==> config.mk <==
export PLATFORM = sky130hd
export DESIGN_NAME = linked_block_chain_allocator_top
export DESIGN_NICKNAME = d
export VERILOG_FILES = /design/src/rtl/lbca_pkg.sv /design/src/rtl/lbca_front.sv /design/src/rtl/lbca_queue.sv /design/src/rtl/lbca_back.sv /design/src/rtl/linked_block_chain_allocator_top.sv
export VERILOG_INCLUDE_DIRS = /design/src /design/src/rtl
export SDC_FILE = /design/constraint.sdc
export NUM_CORES = 1
export LEC_CHECK = 0
export BUFFER_PORTS_ARGS = -buffer_cell sky130_fd_sc_hd__buf_2
export CAP_MARGIN = 0
export CORE_ASPECT_RATIO = 0.75
export CORE_MARGIN = 1.5
export CORE_UTILIZATION = 55
export DETAILED_ROUTE_END_ITERATION = 12
export GPL_TIMING_DRIVEN = 1
export HOLD_SLACK_MARGIN = 0.03
export PLACE_DENSITY_LB_ADDON = 0.15
export SETUP_SLACK_MARGIN = 0.5
export SYNTH_ARGS = -nofsm -noshare
export SYNTH_HDL_FRONTEND = slang
export SYNTH_SLANG_ARGS = --single-unit
==> constraint.sdc <==
create_clock -name clk -period 3.85 [get_ports clk]
set_input_delay 0.385 -clock clk [delete_from_list [all_inputs] [get_ports clk]]
set_output_delay 0.385 -clock clk [all_outputs]
set_load 0.005 [all_outputs]
==> src/rtl/linked_block_chain_allocator_top_defines.svh <==
// Assertion macros for the linked block chain allocator.
// Included by the top level only; needs nothing else.
`ifndef LINKED_BLOCK_CHAIN_ALLOCATOR_TOP_DEFINES_SVH
`define LINKED_BLOCK_CHAIN_ALLOCATOR_TOP_DEFINES_SVH

// Same-cycle implication, disabled while reset is held
`define LBCA_ASSERT_IMP(label, clk, rst_n, ante, cons, msg) \
  label: assert property (@(posedge clk) disable iff (!rst_n) (ante) |-> (cons)) \
    else $error(msg);

// Next-cycle implication, disabled while reset is held
`define LBCA_ASSERT_NXT(label, clk, rst_n, ante, cons, msg) \
  label: assert property (@(posedge clk) disable iff (!rst_n) (ante) |=> (cons)) \
    else $error(msg);

`endif

==> src/rtl/lbca_pkg.sv <==
// Shared types, codes and constants of the linked block chain allocator.
// No dependencies; used by every RTL file of the block.
`timescale 1ns / 1ps

package lbca_pkg;

  localparam int NUM_BLOCKS_DEF = 64;
  localparam int BLOCKS_RESET   = 64;
  localparam int CNT_W          = 7;
  localparam int IDX_W          = 6;
  localparam int CMD_W          = 2;
  localparam int STS_W          = 2;
  localparam int QUEUE_DEPTH    = 2;

  typedef enum logic [CMD_W-1:0] {
    CMD_ALLOC = 2'd0,
    CMD_FREE  = 2'd1,
    CMD_READ  = 2'd2,
    CMD_NOP   = 2'd3
  } cmd_t;

  typedef enum logic [STS_W-1:0] {
    STS_OK        = 2'd0,
    STS_NO_SPACE  = 2'd1,
    STS_BAD_INDEX = 2'd2
  } status_t;

  typedef enum logic [2:0] {
    BK_IDLE,
    BK_ALLOC_RD,
    BK_ALLOC_WR,
    BK_FREE_RD,
    BK_FREE_EX,
    BK_READ_RD,
    BK_READ_EX
  } back_state_t;

  // Classified command as it sits in the queue
  typedef struct packed {
    cmd_t             cmd;
    logic [CNT_W-1:0] want;
    logic [IDX_W-1:0] idx;
    logic             bad_idx;
  } item_t;

  // Pool rebuild request from a configuration write
  typedef struct packed {
    logic             valid;
    logic [CNT_W-1:0] pool;
  } rebuild_t;

  // One result transaction
  typedef struct packed {
    logic             strobe;
    status_t          status;
    logic [IDX_W-1:0] index;
    logic             has_link;
    logic [CNT_W-1:0] free_left;
  } result_t;

  // Pool size in use: block count saturated to 1..nb
  function automatic logic [CNT_W-1:0] pool_size(input logic [CNT_W-1:0] bc, input int nb);
    logic [CNT_W-1:0] n;
    n = (bc == '0) ? CNT_W'(1) : bc;
    if (int'(n) > nb) begin
      return CNT_W'(nb);
    end
    return n;
  endfunction

endpackage

==> src/rtl/lbca_front.sv <==
// Front end: takes command transactions, classifies them and holds the pool size.
// Depends on lbca_pkg.
`timescale 1ns / 1ps

module lbca_front #(
  parameter int NUM_BLOCKS = lbca_pkg::NUM_BLOCKS_DEF
) (
  input  logic                        clk,
  input  logic                        rst_n,
  input  logic                        start,
  input  logic [lbca_pkg::CMD_W-1:0]  in_command,
  input  logic [lbca_pkg::CNT_W-1:0]  in_chunk_count,
  input  logic [lbca_pkg::IDX_W-1:0]  in_block_index,
  input  logic                        cfg_wr_en,
  input  logic [lbca_pkg::CNT_W-1:0]  cfg_wr_data,
  input  logic                        queue_full,
  output logic                        busy,
  output logic                        push,
  output lbca_pkg::item_t             item,
  output logic [lbca_pkg::CNT_W-1:0]  pool,
  output lbca_pkg::rebuild_t          rebuild
);

  localparam int CW = lbca_pkg::CNT_W;
  localparam logic [CW-1:0] POOL_RST =
    lbca_pkg::pool_size(CW'(lbca_pkg::BLOCKS_RESET), NUM_BLOCKS);

  logic [CW-1:0] pool_r;
  logic [CW-1:0] pool_nxt;

  // Pool size register, rewritten by the configuration port
  assign pool_nxt = lbca_pkg::pool_size(cfg_wr_data, NUM_BLOCKS);

  always_ff @(posedge clk) begin
    if (!rst_n) begin
      pool_r <= POOL_RST;
    end else if (cfg_wr_en) begin
      pool_r <= pool_nxt;
    end
  end

  assign pool          = pool_r;
  assign rebuild.valid = cfg_wr_en;
  assign rebuild.pool  = pool_nxt;

  // Acceptance: stall only when the queue is full
  assign busy = queue_full;
  assign push = start & ~queue_full;

  // Classification: zero chunk count means one block; index range check
  always_comb begin
    item.cmd     = lbca_pkg::cmd_t'(in_command);
    item.want    = (in_chunk_count == '0) ? CW'(1) : in_chunk_count;
    item.idx     = in_block_index;
    item.bad_idx = ({1'b0, in_block_index} >= pool_r);
  end

endmodule

==> src/rtl/lbca_queue.sv <==
// Short FIFO of classified commands between front and back end.
// Depends on lbca_pkg.
`timescale 1ns / 1ps

module lbca_queue (
  input  logic            clk,
  input  logic            rst_n,
  input  logic            push,
  input  lbca_pkg::item_t push_item,
  input  logic            pop,
  output lbca_pkg::item_t head,
  output logic            full,
  output logic            empty
);

  localparam int DEPTH = lbca_pkg::QUEUE_DEPTH;
  localparam int PW    = (DEPTH > 1) ? $clog2(DEPTH) : 1;
  localparam int NW    = $clog2(DEPTH + 1);

  lbca_pkg::item_t slot_r [DEPTH];
  logic [PW-1:0]   wr_ptr_r, wr_ptr_nxt;
  logic [PW-1:0]   rd_ptr_r, rd_ptr_nxt;
  logic [NW-1:0]   cnt_r, cnt_nxt;
  logic            push_ok;
  logic            pop_ok;

  assign full    = (cnt_r == NW'(DEPTH));
  assign empty   = (cnt_r == '0);
  assign push_ok = push & ~full;
  assign pop_ok  = pop & ~empty;
  assign head    = slot_r[rd_ptr_r];

  // Pointer and fill count update
  always_comb begin
    wr_ptr_nxt = wr_ptr_r;
    rd_ptr_nxt = rd_ptr_r;
    cnt_nxt    = cnt_r;
    if (push_ok) begin
      wr_ptr_nxt = (wr_ptr_r == PW'(DEPTH - 1)) ? '0 : wr_ptr_r + PW'(1);
    end
    if (pop_ok) begin
      rd_ptr_nxt = (rd_ptr_r == PW'(DEPTH - 1)) ? '0 : rd_ptr_r + PW'(1);
    end
    if (push_ok && !pop_ok) begin
      cnt_nxt = cnt_r + NW'(1);
    end else if (pop_ok && !push_ok) begin
      cnt_nxt = cnt_r - NW'(1);
    end
  end

  always_ff @(posedge clk) begin
    if (!rst_n) begin
      wr_ptr_r <= '0;
      rd_ptr_r <= '0;
      cnt_r    <= '0;
    end else begin
      wr_ptr_r <= wr_ptr_nxt;
      rd_ptr_r <= rd_ptr_nxt;
      cnt_r    <= cnt_nxt;
    end
  end

  // Slot storage, no reset needed
  always_ff @(posedge clk) begin
    if (push_ok) begin
      slot_r[wr_ptr_r] <= push_item;
    end
  end

endmodule

==> src/rtl/lbca_back.sv <==
// Back end: executes allocate, free and read commands over the link memories.
// Depends on lbca_pkg; fed by lbca_queue and lbca_front.
`timescale 1ns / 1ps

module lbca_back #(
  parameter int NUM_BLOCKS = lbca_pkg::NUM_BLOCKS_DEF
) (
  input  logic                       clk,
  input  logic                       rst_n,
  input  logic                       q_empty,
  input  lbca_pkg::item_t            q_head,
  output logic                       q_pop,
  input  logic [lbca_pkg::CNT_W-1:0] pool,
  input  lbca_pkg::rebuild_t         rebuild,
  output lbca_pkg::result_t          result
);

  localparam int CW = lbca_pkg::CNT_W;
  localparam int IW = $clog2(NUM_BLOCKS);
  localparam int LW = IW + 1;
  localparam int SW = (LW > CW) ? LW : CW;
  localparam logic [LW-1:0] LINK_END = {LW{1'b1}};
  localparam logic [CW-1:0] POOL_RST =
    lbca_pkg::pool_size(CW'(lbca_pkg::BLOCKS_RESET), NUM_BLOCKS);

  function automatic logic in_pool(input logic [LW-1:0] v, input logic [CW-1:0] p);
    return SW'(v) < SW'(p);
  endfunction

  // Control and working registers
  lbca_pkg::back_state_t state_r, state_nxt;
  logic [CW-1:0]     want_r, want_nxt;
  logic [CW-1:0]     k_r, k_nxt;
  logic [LW-1:0]     cur_r, cur_nxt;
  logic              first_r, first_nxt;
  logic [LW-1:0]     head_r, head_nxt;
  logic [CW-1:0]     total_r, total_nxt;
  logic              strobe_r, strobe_nxt;
  lbca_pkg::status_t sts_r, sts_nxt;
  logic [LW-1:0]     res_r, res_nxt;
  logic              link_r, link_nxt;

  // Free list link memory
  logic [LW-1:0]         fl_mem [NUM_BLOCKS];
  logic [NUM_BLOCKS-1:0] fl_vld_r;
  logic [LW-1:0]         fl_rd_r;
  logic                  fl_rdv_r;
  logic                  fl_re, fl_we;
  logic [IW-1:0]         fl_ra, fl_wa;
  logic [LW-1:0]         fl_wd;

  // Chain link memory: {in use, next block}
  logic [LW:0]           cl_mem [NUM_BLOCKS];
  logic [NUM_BLOCKS-1:0] cl_vld_r;
  logic [LW:0]           cl_rd_r;
  logic                  cl_rdv_r;
  logic                  cl_re, cl_we;
  logic [IW-1:0]         cl_ra, cl_wa;
  logic [LW:0]           cl_wd;

  // Read data seen through the valid bits: unwritten entries give their reset value
  logic [LW-1:0] fl_dflt;
  logic [LW-1:0] fl_data;
  logic          cl_use;
  logic [LW-1:0] cl_link;
  logic          alloc_end;
  logic          no_space;
  logic [IW-1:0] cur_addr;

  assign cur_addr  = cur_r[IW-1:0];
  assign fl_dflt   = in_pool(cur_r + LW'(1), pool) ? cur_r + LW'(1) : LINK_END;
  assign fl_data   = fl_rdv_r ? fl_rd_r : fl_dflt;
  assign cl_use    = cl_rdv_r & cl_rd_r[LW];
  assign cl_link   = cl_rdv_r ? cl_rd_r[LW-1:0] : LINK_END;
  assign alloc_end = (k_r == want_r) || !in_pool(cur_r, pool);
  assign no_space  = (q_head.want > total_r);

  always_ff @(posedge clk) begin
    if (fl_we) begin
      fl_mem[fl_wa] <= fl_wd;
    end
    if (fl_re) begin
      fl_rd_r  <= fl_mem[fl_ra];
      fl_rdv_r <= fl_vld_r[fl_ra];
    end
  end

  always_ff @(posedge clk) begin
    if (cl_we) begin
      cl_mem[cl_wa] <= cl_wd;
    end
    if (cl_re) begin
      cl_rd_r  <= cl_mem[cl_ra];
      cl_rdv_r <= cl_vld_r[cl_ra];
    end
  end

  // Valid bits, cleared at once by reset or a pool rebuild
  always_ff @(posedge clk) begin
    if (!rst_n) begin
      fl_vld_r <= '0;
      cl_vld_r <= '0;
    end else if (rebuild.valid) begin
      fl_vld_r <= '0;
      cl_vld_r <= '0;
    end else begin
      if (fl_we) begin
        fl_vld_r[fl_wa] <= 1'b1;
      end
      if (cl_we) begin
        cl_vld_r[cl_wa] <= 1'b1;
      end
    end
  end

  // Next state
  always_comb begin
    state_nxt = state_r;
    unique case (state_r)
      lbca_pkg::BK_IDLE: begin
        if (!q_empty) begin
          unique case (q_head.cmd)
            lbca_pkg::CMD_ALLOC: state_nxt = no_space ? lbca_pkg::BK_IDLE
                                                      : lbca_pkg::BK_ALLOC_RD;
            lbca_pkg::CMD_FREE:  state_nxt = q_head.bad_idx ? lbca_pkg::BK_IDLE
                                                            : lbca_pkg::BK_FREE_RD;
            lbca_pkg::CMD_READ:  state_nxt = q_head.bad_idx ? lbca_pkg::BK_IDLE
                                                            : lbca_pkg::BK_READ_RD;
            lbca_pkg::CMD_NOP:   state_nxt = lbca_pkg::BK_IDLE;
          endcase
        end
      end
      lbca_pkg::BK_ALLOC_RD: begin
        state_nxt = alloc_end ? lbca_pkg::BK_IDLE : lbca_pkg::BK_ALLOC_WR;
      end
      lbca_pkg::BK_ALLOC_WR: state_nxt = lbca_pkg::BK_ALLOC_RD;
      lbca_pkg::BK_FREE_RD:  state_nxt = lbca_pkg::BK_FREE_EX;
      lbca_pkg::BK_FREE_EX: begin
        if (!cl_use || !in_pool(cl_link, pool)) begin
          state_nxt = lbca_pkg::BK_IDLE;
        end else begin
          state_nxt = lbca_pkg::BK_FREE_RD;
        end
      end
      lbca_pkg::BK_READ_RD:  state_nxt = lbca_pkg::BK_READ_EX;
      lbca_pkg::BK_READ_EX:  state_nxt = lbca_pkg::BK_IDLE;
      default:               state_nxt = lbca_pkg::BK_IDLE;
    endcase
  end

  // Outputs: memory control and datapath updates
  always_comb begin
    q_pop      = 1'b0;
    fl_re      = 1'b0;
    fl_ra      = cur_addr;
    fl_we      = 1'b0;
    fl_wa      = cur_addr;
    fl_wd      = LINK_END;
    cl_re      = 1'b0;
    cl_ra      = cur_addr;
    cl_we      = 1'b0;
    cl_wa      = cur_addr;
    cl_wd      = {1'b0, LINK_END};
    want_nxt   = want_r;
    k_nxt      = k_r;
    cur_nxt    = cur_r;
    first_nxt  = first_r;
    head_nxt   = head_r;
    total_nxt  = total_r;
    strobe_nxt = 1'b0;
    sts_nxt    = sts_r;
    res_nxt    = res_r;
    link_nxt   = link_r;

    unique case (state_r)
      lbca_pkg::BK_IDLE: begin
        if (!q_empty) begin
          q_pop    = 1'b1;
          res_nxt  = '0;
          link_nxt = 1'b0;
          sts_nxt  = lbca_pkg::STS_OK;
          unique case (q_head.cmd)
            lbca_pkg::CMD_ALLOC: begin
              if (no_space) begin
                strobe_nxt = 1'b1;
                sts_nxt    = lbca_pkg::STS_NO_SPACE;
              end else begin
                want_nxt = q_head.want;
                k_nxt    = '0;
                cur_nxt  = head_r;
                res_nxt  = head_r;
              end
            end
            lbca_pkg::CMD_FREE, lbca_pkg::CMD_READ: begin
              if (q_head.bad_idx) begin
                strobe_nxt = 1'b1;
                sts_nxt    = lbca_pkg::STS_BAD_INDEX;
              end else begin
                cur_nxt   = LW'(q_head.idx);
                first_nxt = 1'b1;
              end
            end
            lbca_pkg::CMD_NOP: strobe_nxt = 1'b1;
          endcase
        end
      end

      // Allocate: fetch the free link of the current head block
      lbca_pkg::BK_ALLOC_RD: begin
        if (alloc_end) begin
          strobe_nxt = 1'b1;
        end else begin
          fl_re = 1'b1;
        end
      end

      // Allocate: unlink the block and chain it to the next one
      lbca_pkg::BK_ALLOC_WR: begin
        fl_we     = 1'b1;
        fl_wd     = LINK_END;
        cl_we     = 1'b1;
        cl_wd     = {1'b1, ((k_r + CW'(1)) < want_r) ? fl_data : LINK_END};
        total_nxt = total_r - CW'(1);
        cur_nxt   = fl_data;
        head_nxt  = fl_data;
        k_nxt     = k_r + CW'(1);
      end

      lbca_pkg::BK_FREE_RD: cl_re = 1'b1;

      // Free: push an in-use block on the free list and follow its chain link; stop at a block not in use
      lbca_pkg::BK_FREE_EX: begin
        if (!cl_use) begin
          strobe_nxt = 1'b1;
          sts_nxt    = first_r ? lbca_pkg::STS_BAD_INDEX : lbca_pkg::STS_OK;
        end else begin
          fl_we     = 1'b1;
          fl_wd     = head_r;
          cl_we     = 1'b1;
          cl_wd     = {1'b0, LINK_END};
          head_nxt  = cur_r;
          total_nxt = total_r + CW'(1);
          first_nxt = 1'b0;
          cur_nxt   = cl_link;
          if (!in_pool(cl_link, pool)) begin
            strobe_nxt = 1'b1;
          end
        end
      end

      lbca_pkg::BK_READ_RD: cl_re = 1'b1;

      lbca_pkg::BK_READ_EX: begin
        strobe_nxt = 1'b1;
        if (in_pool(cl_link, pool)) begin
          res_nxt  = cl_link;
          link_nxt = 1'b1;
        end
      end

      default: begin
      end
    endcase

    // A configuration write rebuilds the free list
    if (rebuild.valid) begin
      head_nxt  = '0;
      total_nxt = rebuild.pool;
    end
  end

  always_ff @(posedge clk) begin
    if (!rst_n) begin
      state_r  <= lbca_pkg::BK_IDLE;
      strobe_r <= 1'b0;
      head_r   <= '0;
      total_r  <= POOL_RST;
    end else begin
      state_r  <= state_nxt;
      strobe_r <= strobe_nxt;
      head_r   <= head_nxt;
      total_r  <= total_nxt;
    end
  end

  // Working and result payload registers
  always_ff @(posedge clk) begin
    want_r  <= want_nxt;
    k_r     <= k_nxt;
    cur_r   <= cur_nxt;
    first_r <= first_nxt;
    sts_r   <= sts_nxt;
    res_r   <= res_nxt;
    link_r  <= link_nxt;
  end

  assign result.strobe    = strobe_r;
  assign result.status    = sts_r;
  assign result.index     = lbca_pkg::IDX_W'(res_r);
  assign result.has_link  = link_r;
  assign result.free_left = total_r;

endmodule

==> src/rtl/linked_block_chain_allocator_top.sv <==
// Sequence: rejected and no-op commands are answered straight from idle; a read fetches the
// chain link, then answers; an allocate walks the free list and a free walks the chain, block
// by block, the free stopping at a block not in use or at the chain end. Throughput: one
// command at a time in the back end, set by the read-then-write of one link memory port per
// block. Two commands queue. Reset: synchronous, active low; clears control state and the
// link valid bits at once, no clearing pass. Results cannot be stalled.
`timescale 1ns / 1ps
`include "linked_block_chain_allocator_top_defines.svh"

module linked_block_chain_allocator_top #(
  parameter int NUM_BLOCKS = lbca_pkg::NUM_BLOCKS_DEF
) (
  input  logic                       clk,
  input  logic                       rst_n,
  input  logic                       start,
  output logic                       busy,
  input  logic [lbca_pkg::CMD_W-1:0] in_command,
  input  logic [lbca_pkg::CNT_W-1:0] in_chunk_count,
  input  logic [lbca_pkg::IDX_W-1:0] in_block_index,
  input  logic                       cfg_wr_en,
  input  logic [lbca_pkg::CNT_W-1:0] cfg_wr_data,
  output logic                       out_strobe,
  output logic [lbca_pkg::STS_W-1:0] out_status,
  output logic [lbca_pkg::IDX_W-1:0] out_result_index,
  output logic                       out_has_link,
  output logic [lbca_pkg::CNT_W-1:0] out_free_left
);

  logic                       push;
  lbca_pkg::item_t            push_item;
  lbca_pkg::item_t            q_head;
  logic                       q_full;
  logic                       q_empty;
  logic                       q_pop;
  logic [lbca_pkg::CNT_W-1:0] pool;
  lbca_pkg::rebuild_t         rebuild;
  lbca_pkg::result_t          result;

  lbca_front #(
    .NUM_BLOCKS (NUM_BLOCKS)
  ) u_front (
    .clk            (clk),
    .rst_n          (rst_n),
    .start          (start),
    .in_command     (in_command),
    .in_chunk_count (in_chunk_count),
    .in_block_index (in_block_index),
    .cfg_wr_en      (cfg_wr_en),
    .cfg_wr_data    (cfg_wr_data),
    .queue_full     (q_full),
    .busy           (busy),
    .push           (push),
    .item           (push_item),
    .pool           (pool),
    .rebuild        (rebuild)
  );

  lbca_queue u_queue (
    .clk       (clk),
    .rst_n     (rst_n),
    .push      (push),
    .push_item (push_item),
    .pop       (q_pop),
    .head      (q_head),
    .full      (q_full),
    .empty     (q_empty)
  );

  lbca_back #(
    .NUM_BLOCKS (NUM_BLOCKS)
  ) u_back (
    .clk     (clk),
    .rst_n   (rst_n),
    .q_empty (q_empty),
    .q_head  (q_head),
    .q_pop   (q_pop),
    .pool    (pool),
    .rebuild (rebuild),
    .result  (result)
  );

  // Result transaction ports
  assign out_strobe       = result.strobe;
  assign out_status       = result.status;
  assign out_result_index = result.index;
  assign out_has_link     = result.has_link;
  assign out_free_left    = result.free_left;

  // Checks
  `LBCA_ASSERT_IMP(a_link_ok_in_pool, clk, rst_n, out_strobe && out_has_link && !$past(cfg_wr_en), out_status == lbca_pkg::STS_OK && out_result_index < pool, "read link result outside pool or not ok")
  `LBCA_ASSERT_IMP(a_no_space_keeps_count, clk, rst_n, out_strobe && out_status == lbca_pkg::STS_NO_SPACE && !$past(cfg_wr_en), $stable(out_free_left), "rejected allocate changed the free count")
  `LBCA_ASSERT_NXT(a_rebuild_refills, clk, rst_n, cfg_wr_en, out_free_left == pool, "pool rebuild did not refill the free count")

endmodule
==> metrics.txt, run 1 <==
Overflow after GRT=0; register bit total from synthesis=approximately 1200; Worst Setup SP=u_back.cur_r[1]; layout cell share with drive strength beyond 1=0.221; met1 GRT Util=0.490; CP max FO=about 40; most frequent cells in the layout=edfxtp_1 (1040), buf_4 (204), nor2_1 (174); CP top delay family=simple AND/OR/NAND/NOR gates; CP Class=reg -> reg; final period utilization=0.886; Yosys warnings=0; # rows=93; Final min period=approximately 3.4 ns; Mean Syn Cell Area=approximately 16 µm²; Layout area overhead=14.8%; Crit-path slowest cell=nor2b_2; io pins=44; Min-Delay Path Class=in -> reg; DRC viols=0; footprint of the multi-input gates=approximately 0.013 mm²; DR WL/cell=approximately 33 µm; FF-to-FF Start=u_back.cur_r[1]; Final Instance Area=between 0.05 and 0.06 mm²; leakage=20.1 nW; largest area contributor in the netlist=edfxtp_1; CP endpoint kind=flop; Max Freq=~300 MHz; Final Slew Violations=0; busiest grt layer=met1; RSZ-0062 raised after global routing=yes; Final Hold Fails=0; Final ANT Viol Nets=0; EDFF count, synth=1040; Clock Latency Late Sink=approximately 0.70 ns; Setup WS post-layout=around 0.44 ns; die width=approximately 340 µm; WL final=approximately 150000 µm; final setup TNS=0 ns; GRT Total Usage=0.332; CP required=4.40 ns; CTS Buffer Depth=3; final setup vio count=0; Crit path top cell by count=buf_12; worst slew pin tran=about 1.3 ns; drt pass-1 iters=5; fraction of met3 tracks used by global routing=0.0912; Syn Inst Count=2986; syn nets=roughly 3000; Worst Path Arrival=3.96 ns; Worst setup SP type=flop; Final Skew=0.0187 ns; outcome=finished clean; DP Wirelength=91500 µm; CP bufs+invs=3; vias in the first global route=28700; core area=0.0861 mm²; register area=~0.034 mm²; nets=3290; CTS root buffer=clkbuf_16; DR vias=30000; Synth async-reset ratio=0; MaxCap Viol Count=0; fill cell count=roughly 6200; first-pass GRT wire length=around 210000 µm; largest net degree at the start of global routing=~110; Die H=between 200 and 300 µm; Placer Congestion=roughly 0.94; hold path start=cfg_wr_data[4]; DR vias/cell=around 6.7; Slew HR=0.134; Worst-path clk slew=around 0.06 ns; CTS buffer count=110; CP Cell Sequence=buf_12 -> buf_12 -> nor2b_2 -> buf_4 -> nand2_1 -> o21ai_0 -> a21oi_1 -> o22ai_1 -> or4_1; top_reg_cell synth=edfxtp_1; maximum VDD drop=477 µV; slowest stage delay, CP=roughly 0.64 ns; DRT iter0 DRCs=4955; met2 usage=0.481; sequential-to-total area share from yosys stat=0.718; IO Port Bufs=43; Initial Utilization=0.556; Placed Area=0.0509 mm²; clk sinks=1198; Yosys top cell area share=0.652; CTS tree=yes; Die ar.=around 0.09 mm²; Synth cell types=74; initial antenna violation count=6; htree depth=3; pre-CTS setup slack=approximately 0.24 ns; commonest non-fill, non-tap cell in the layout=edfxtp_1; Pwr Density=685 mW/mm²; synth top area cells=edfxtp_1 (65%), dfxtp_1 (6.6%), mux4_2 (4.2%); synthesized area=between 0.04 and 0.05 mm²
## power by group
part,total (mW),internal (mW),switching [mW]
combinational,11.9,3.92,7.97
clock,11.0,6.28,4.76
sequential,14.8,14.5,0.216
total,37.7,24.7,12.9
## kinds of logic (layout without fill, tap and decap cells)
group	Yosys count	in the layout	synth area share
simple gates	477	480	0.0465
buf+inv	244	560	0.0249
mux	303	303	0.0893
xor+xnor	25	25	0.00457
flops	1198	1198	0.718
compound gates	687	687	0.103
other cells	0	1	0
fa+ha+maj	52	52	0.0137
## layout make-up
cell class / instances / share of cell area
diodes: 1 / 0.0000455
clock buffers: 161 / 0.0587
clock inverters: 44 / 0.00764
inverters: 50 / 0.00343
multi-input cells: 1547 / 0.230
flip-flops and latches: 1198 / 0.625
well taps: 1140 / 0.0259
repair buffers: 305 / 0.0487
## state kept, by name, summed over array words and instances, names as in the netlist, 3 cells and up, named ones only
| name | flops |
|---|---|
| u_back.cl_mem | 512 |
| u_back.fl_mem | 448 |
| u_back.cl_vld_r | 64 |
| u_back.fl_vld_r | 64 |
| u_queue.slot_r | 32 |
| u_back.cl_rd_r | 8 |
| u_back.cur_r | 7 |
| u_back.fl_rd_r | 7 |
| u_back.head_r | 7 |
| u_back.k_r | 7 |
| u_back.total_r | 7 |
| u_back.want_r | 7 |
| u_front.pool | 7 |
| u_back.res_r | 6 |
| u_back.state_r | 3 |
## synthesized netlist by cell type, types with 13 or more instances
cell type / n
edfxtp_1: 1040
nor3_1: 13
a221oi_1: 124
inv_1: 48
nand4_1: 14
a21o_1: 13
nor2_1: 202
mux2_2: 100
nor2b_1: 17
xnor2_1: 15
clkbuf_1: 84
o21a_1: 110
nand3_1: 27
a21oi_1: 88
o21ai_0: 90
o22ai_1: 52
or3_1: 13
and3_1: 18
a221o_1: 20
nand2_1: 99
mux4_2: 89
a22oi_1: 89
and2_1: 18
buf_2: 69
mux2i_1: 112
nand2b_1: 21
dfxtp_1: 158
buf_6: 18
ha_1: 51
## final timing paths
kind,to,slack (ns),cells past startpoint
worst max register to register,u_back.cl_rd_r[2],0.44,9
worst min register to register,u_back.fl_vld_r[59],0.46,1
worst max-delay path,u_back.cl_rd_r[2],0.44,9
worst min-delay path,u_front.pool[4],0.09,4
## per-layer routing
layer,vias up,wire (µm)
met3,296,19500
met2,2012,64200
li1,12400,-
met4,4,5280
met5,-,19
met1,15300,59600
## worst reg2reg max path, cell delays in order, from the launching register on
cell and delay, ns:
edfxtp_1 0.47, buf_12 0.22, buf_12 0.22, nor2b_2 0.68, buf_4 0.41, nand2_1 0.10
o21ai_0 0.18, a21oi_1 0.17, o22ai_1 0.59, or4_1 0.23
## repair_timing
action                                 4_1_cts  5_1_grt
endpoints found under the hold margin       33        0
buffers inserted                             2        7
hold buffers                                18        0
resized for setup                            5       36
gates cloned                                 0        5
setup endpoints to repair                  160      538
pin swaps                                    2        4
## stage by stage
| stage | std cells | utilization | hold WS [ns] | power [mW] |
|---|---|---|---|---|
| 2_1_floorplan | 2986 | - | 0.435 | 21.4 |
| 3_3_place_gp | 4208 | 0.591 | 0.441 | 26.0 |
| 3_5_place_dp | 4208 | 0.591 | 0.449 | 26.1 |
| 4_1_cts | 4433 | 0.636 | 0.0631 | 37.0 |
| 5_1_grt | 4445 | 0.639 | 0.0896 | 38.6 |
| 6_report | 4446 | 0.639 | 0.0862 | 37.7 |
Power figures use the tool's default switching activity.
==> inputs of run 2 (changes only) <==
--- a/config.mk
+++ b/config.mk
@@ -13,2 +13,3 @@
 export CORE_UTILIZATION = 55
+export CTS_BUF_LIST = sky130_fd_sc_hd__clkbuf_4 sky130_fd_sc_hd__clkbuf_8
 export DETAILED_ROUTE_END_ITERATION = 12
==> constraint.sdc (replaced) <==
create_clock -name clk -period 3.9 [get_ports clk]
set_input_delay 0.195 -clock clk [delete_from_list [all_inputs] [get_ports clk]]
set_output_delay 0.195 -clock clk [all_outputs]
set_load 0.005 [all_outputs]
==> run 2 against run 1 <==
Setup slack got worse by 0.052 ns. Via count rose by 2.4%. Critical path depth fell by 1. Final cell count rose by 3.1%. Flip-flop and latch count did not move. Die area did not move. First-iteration DRC count rose by 5.3%. Highest routed layer unchanged. Utilization rose by 0.090 points.
==> metrics.txt, run 2 (synthesis gave the netlist of run 1 again) <==
CP required=between 4 and 5 ns; Switching Fraction=0.353; Final Skew=roughly 0.032 ns; CTS root buffer=clkbuf_8; DR vias=30700; Sequential Power Share=0.395; vias in the first global route=29400; Top reg by flops=u_back.cl_mem; CP endpoint kind=flop; footprint of the multi-input gates=0.0126 mm²; DRT iter0 DRCs=around 5200; CTS tree=yes; pre-CTS setup slack=-0.0947 ns; DR WL/cell=33.6 µm; Overflow after GRT=0; final setup vio count=0; Final Hold Fails=0; CP max FO=33; Final min period=~3.5 ns; commonest non-fill, non-tap cell in the layout=edfxtp_1; Layout area overhead=15.0%; clock share of power=0.288; Slew HR=0.0210; outcome=finished clean; io pins=44; internal power component=24.0 mW; Clock Latency Late Sink=a little under 0.9 ns; worst slew pin tran=~1.5 ns; Pwr Density=between 600 and 700 mW/mm²; busiest grt layer=met1; GRT Total Usage=0.344; largest net degree at the start of global routing=roughly 90; final setup TNS=0 ns; Max Freq=roughly 280 MHz; Worst setup SP type=flop; Comb power frac=0.318; drt pass-1 iters=6; register area=0.0344 mm²; Min-Delay Path Class=in -> reg; most frequent cells in the layout=edfxtp_1 (1040), clkbuf_8 (206), buf_4 (199); max reg flops=512; RSZ-0062 raised after global routing=yes; WL final=~150000 µm; # rows=93; CTS buffer count=roughly 180; Worst-path clk slew=0.05 ns; Initial Utilization=0.556; nets=3364; Die H=roughly 260 µm; DP Wirelength=93400 µm; core area=~0.086 mm²; Final ANT Viol Nets=0; fill cell count=just over 6000; Placer Congestion=about 0.95; maximum VDD drop=between 500 and 600 µV; first-pass GRT wire length=215000 µm; fraction of met3 tracks used by global routing=0.132; CTS Buffer Depth=3; leakage=20.3 nW; Worst Path Arrival=4.09 ns; met1 GRT Util=0.492; CP Class=reg -> reg; DR vias/cell=6.69; Pwr Total=around 37 mW; DRC viols=0; Setup WS post-layout=between 0.3 and 0.4 ns; final period utilization=0.901; met2 usage=0.484; layout cell share with drive strength beyond 1=0.247; Die ar.=just under 0.09 mm²; initial antenna violation count=11; htree depth=4; biggest regs=u_back.cl_mem: 512 flops, u_back.fl_mem: 448 flops; MaxCap Viol Count=0; Final Slew Violations=0; die width=approximately 340 µm; IO Port Bufs=43; clk sinks=approximately 1200; P_sw=around 13 mW
run 2: changes by cell type in the layout (fill, tap and decap cells not counted), sizes merged, moves of 4 or more:
cell,before,now
diode,1,5
buf,284,273
clkinv,33,44
inv,51,57
dlygate4sd3,18,36
bufinv,7,3
clkbuf,164,276
run 2: repair_timing:
item | 4_1_cts | 5_1_grt
pin swaps | 1 | 3
gates resized for setup | 12 | 22
cloned | 3 | 3
endpoints found under the hold margin | 71 | 0
setup buffers | 6 | 7
hold buffers | 36 | 0
setup endpoints to repair | 15 | 423
run 2: power groups by stage:
| stage | Combinational, mW | Clock (mW) | Sequential, mW |
|---|---|---|---|
| floorplan | 6.36 | 0 | 14.8 |
| global placement | 10.6 | 0 | 14.8 |
| detailed placement | 10.6 | 0 | 14.9 |
| CTS | 11.0 | 10.7 | 14.6 |
| global route | 12.0 | 11.2 | 14.6 |
| finish | 11.8 | 10.6 | 14.6 |
run 2: metal layers:
metal | vias up | part of all wire
met5 | - | 0.0013
met4 | 16 | 0.035
met3 | 369 | 0.15
met2 | 2322 | 0.42
met1 | 15400 | 0.39
li1 | 12500 | -
run 2: per-stage QoR:
stage                     hold slack [ns]  cell area (µm²)  cells  utilization
after floorplan                     0.294            47900   2986            -
after global placement              0.388            50600   4193        0.588
after detailed placement            0.399            50600   4193        0.588
after CTS                          0.0408            54900   4568        0.638
after global routing               0.0611            55100   4579        0.640
final                              0.0838            55100   4583        0.640
run 2: layout make-up:
class	count	share of cell area
Antenna cell	5	0.000227
Multi-Input combinational cell	1546	0.228
Clock buffer	273	0.0606
Tap cell	1140	0.0259
Clock inverter	57	0.00738
Timing Repair Buffer	314	0.0499
Sequential cell	1198	0.624
Inverter	50	0.00352
run 2: worst paths after layout:
kind | from | to | slack (ns) | depth (start not counted)
worst max register to register | u_back.cur_r[2] | u_back.fl_rd_r[2] | 0.39 | 8
worst min-delay path | in_command[1] | u_queue.slot_r[0][15] | 0.08 | 2
worst max-delay path | u_back.cur_r[2] | u_back.fl_rd_r[2] | 0.39 | 8
worst min register to register | u_back.fl_vld_r[47] | u_back.fl_vld_r[47] | 0.46 | 1
run 2: critical path: stages, from the launching register on:
cell and delay [ns]:
edfxtp_1 0.48, buf_12 0.24, and2_2 0.52, buf_4 0.38
a221o_1 0.38, a22oi_2 0.45, o22ai_1 0.17, nor3_1 0.43
nand4b_1 0.15
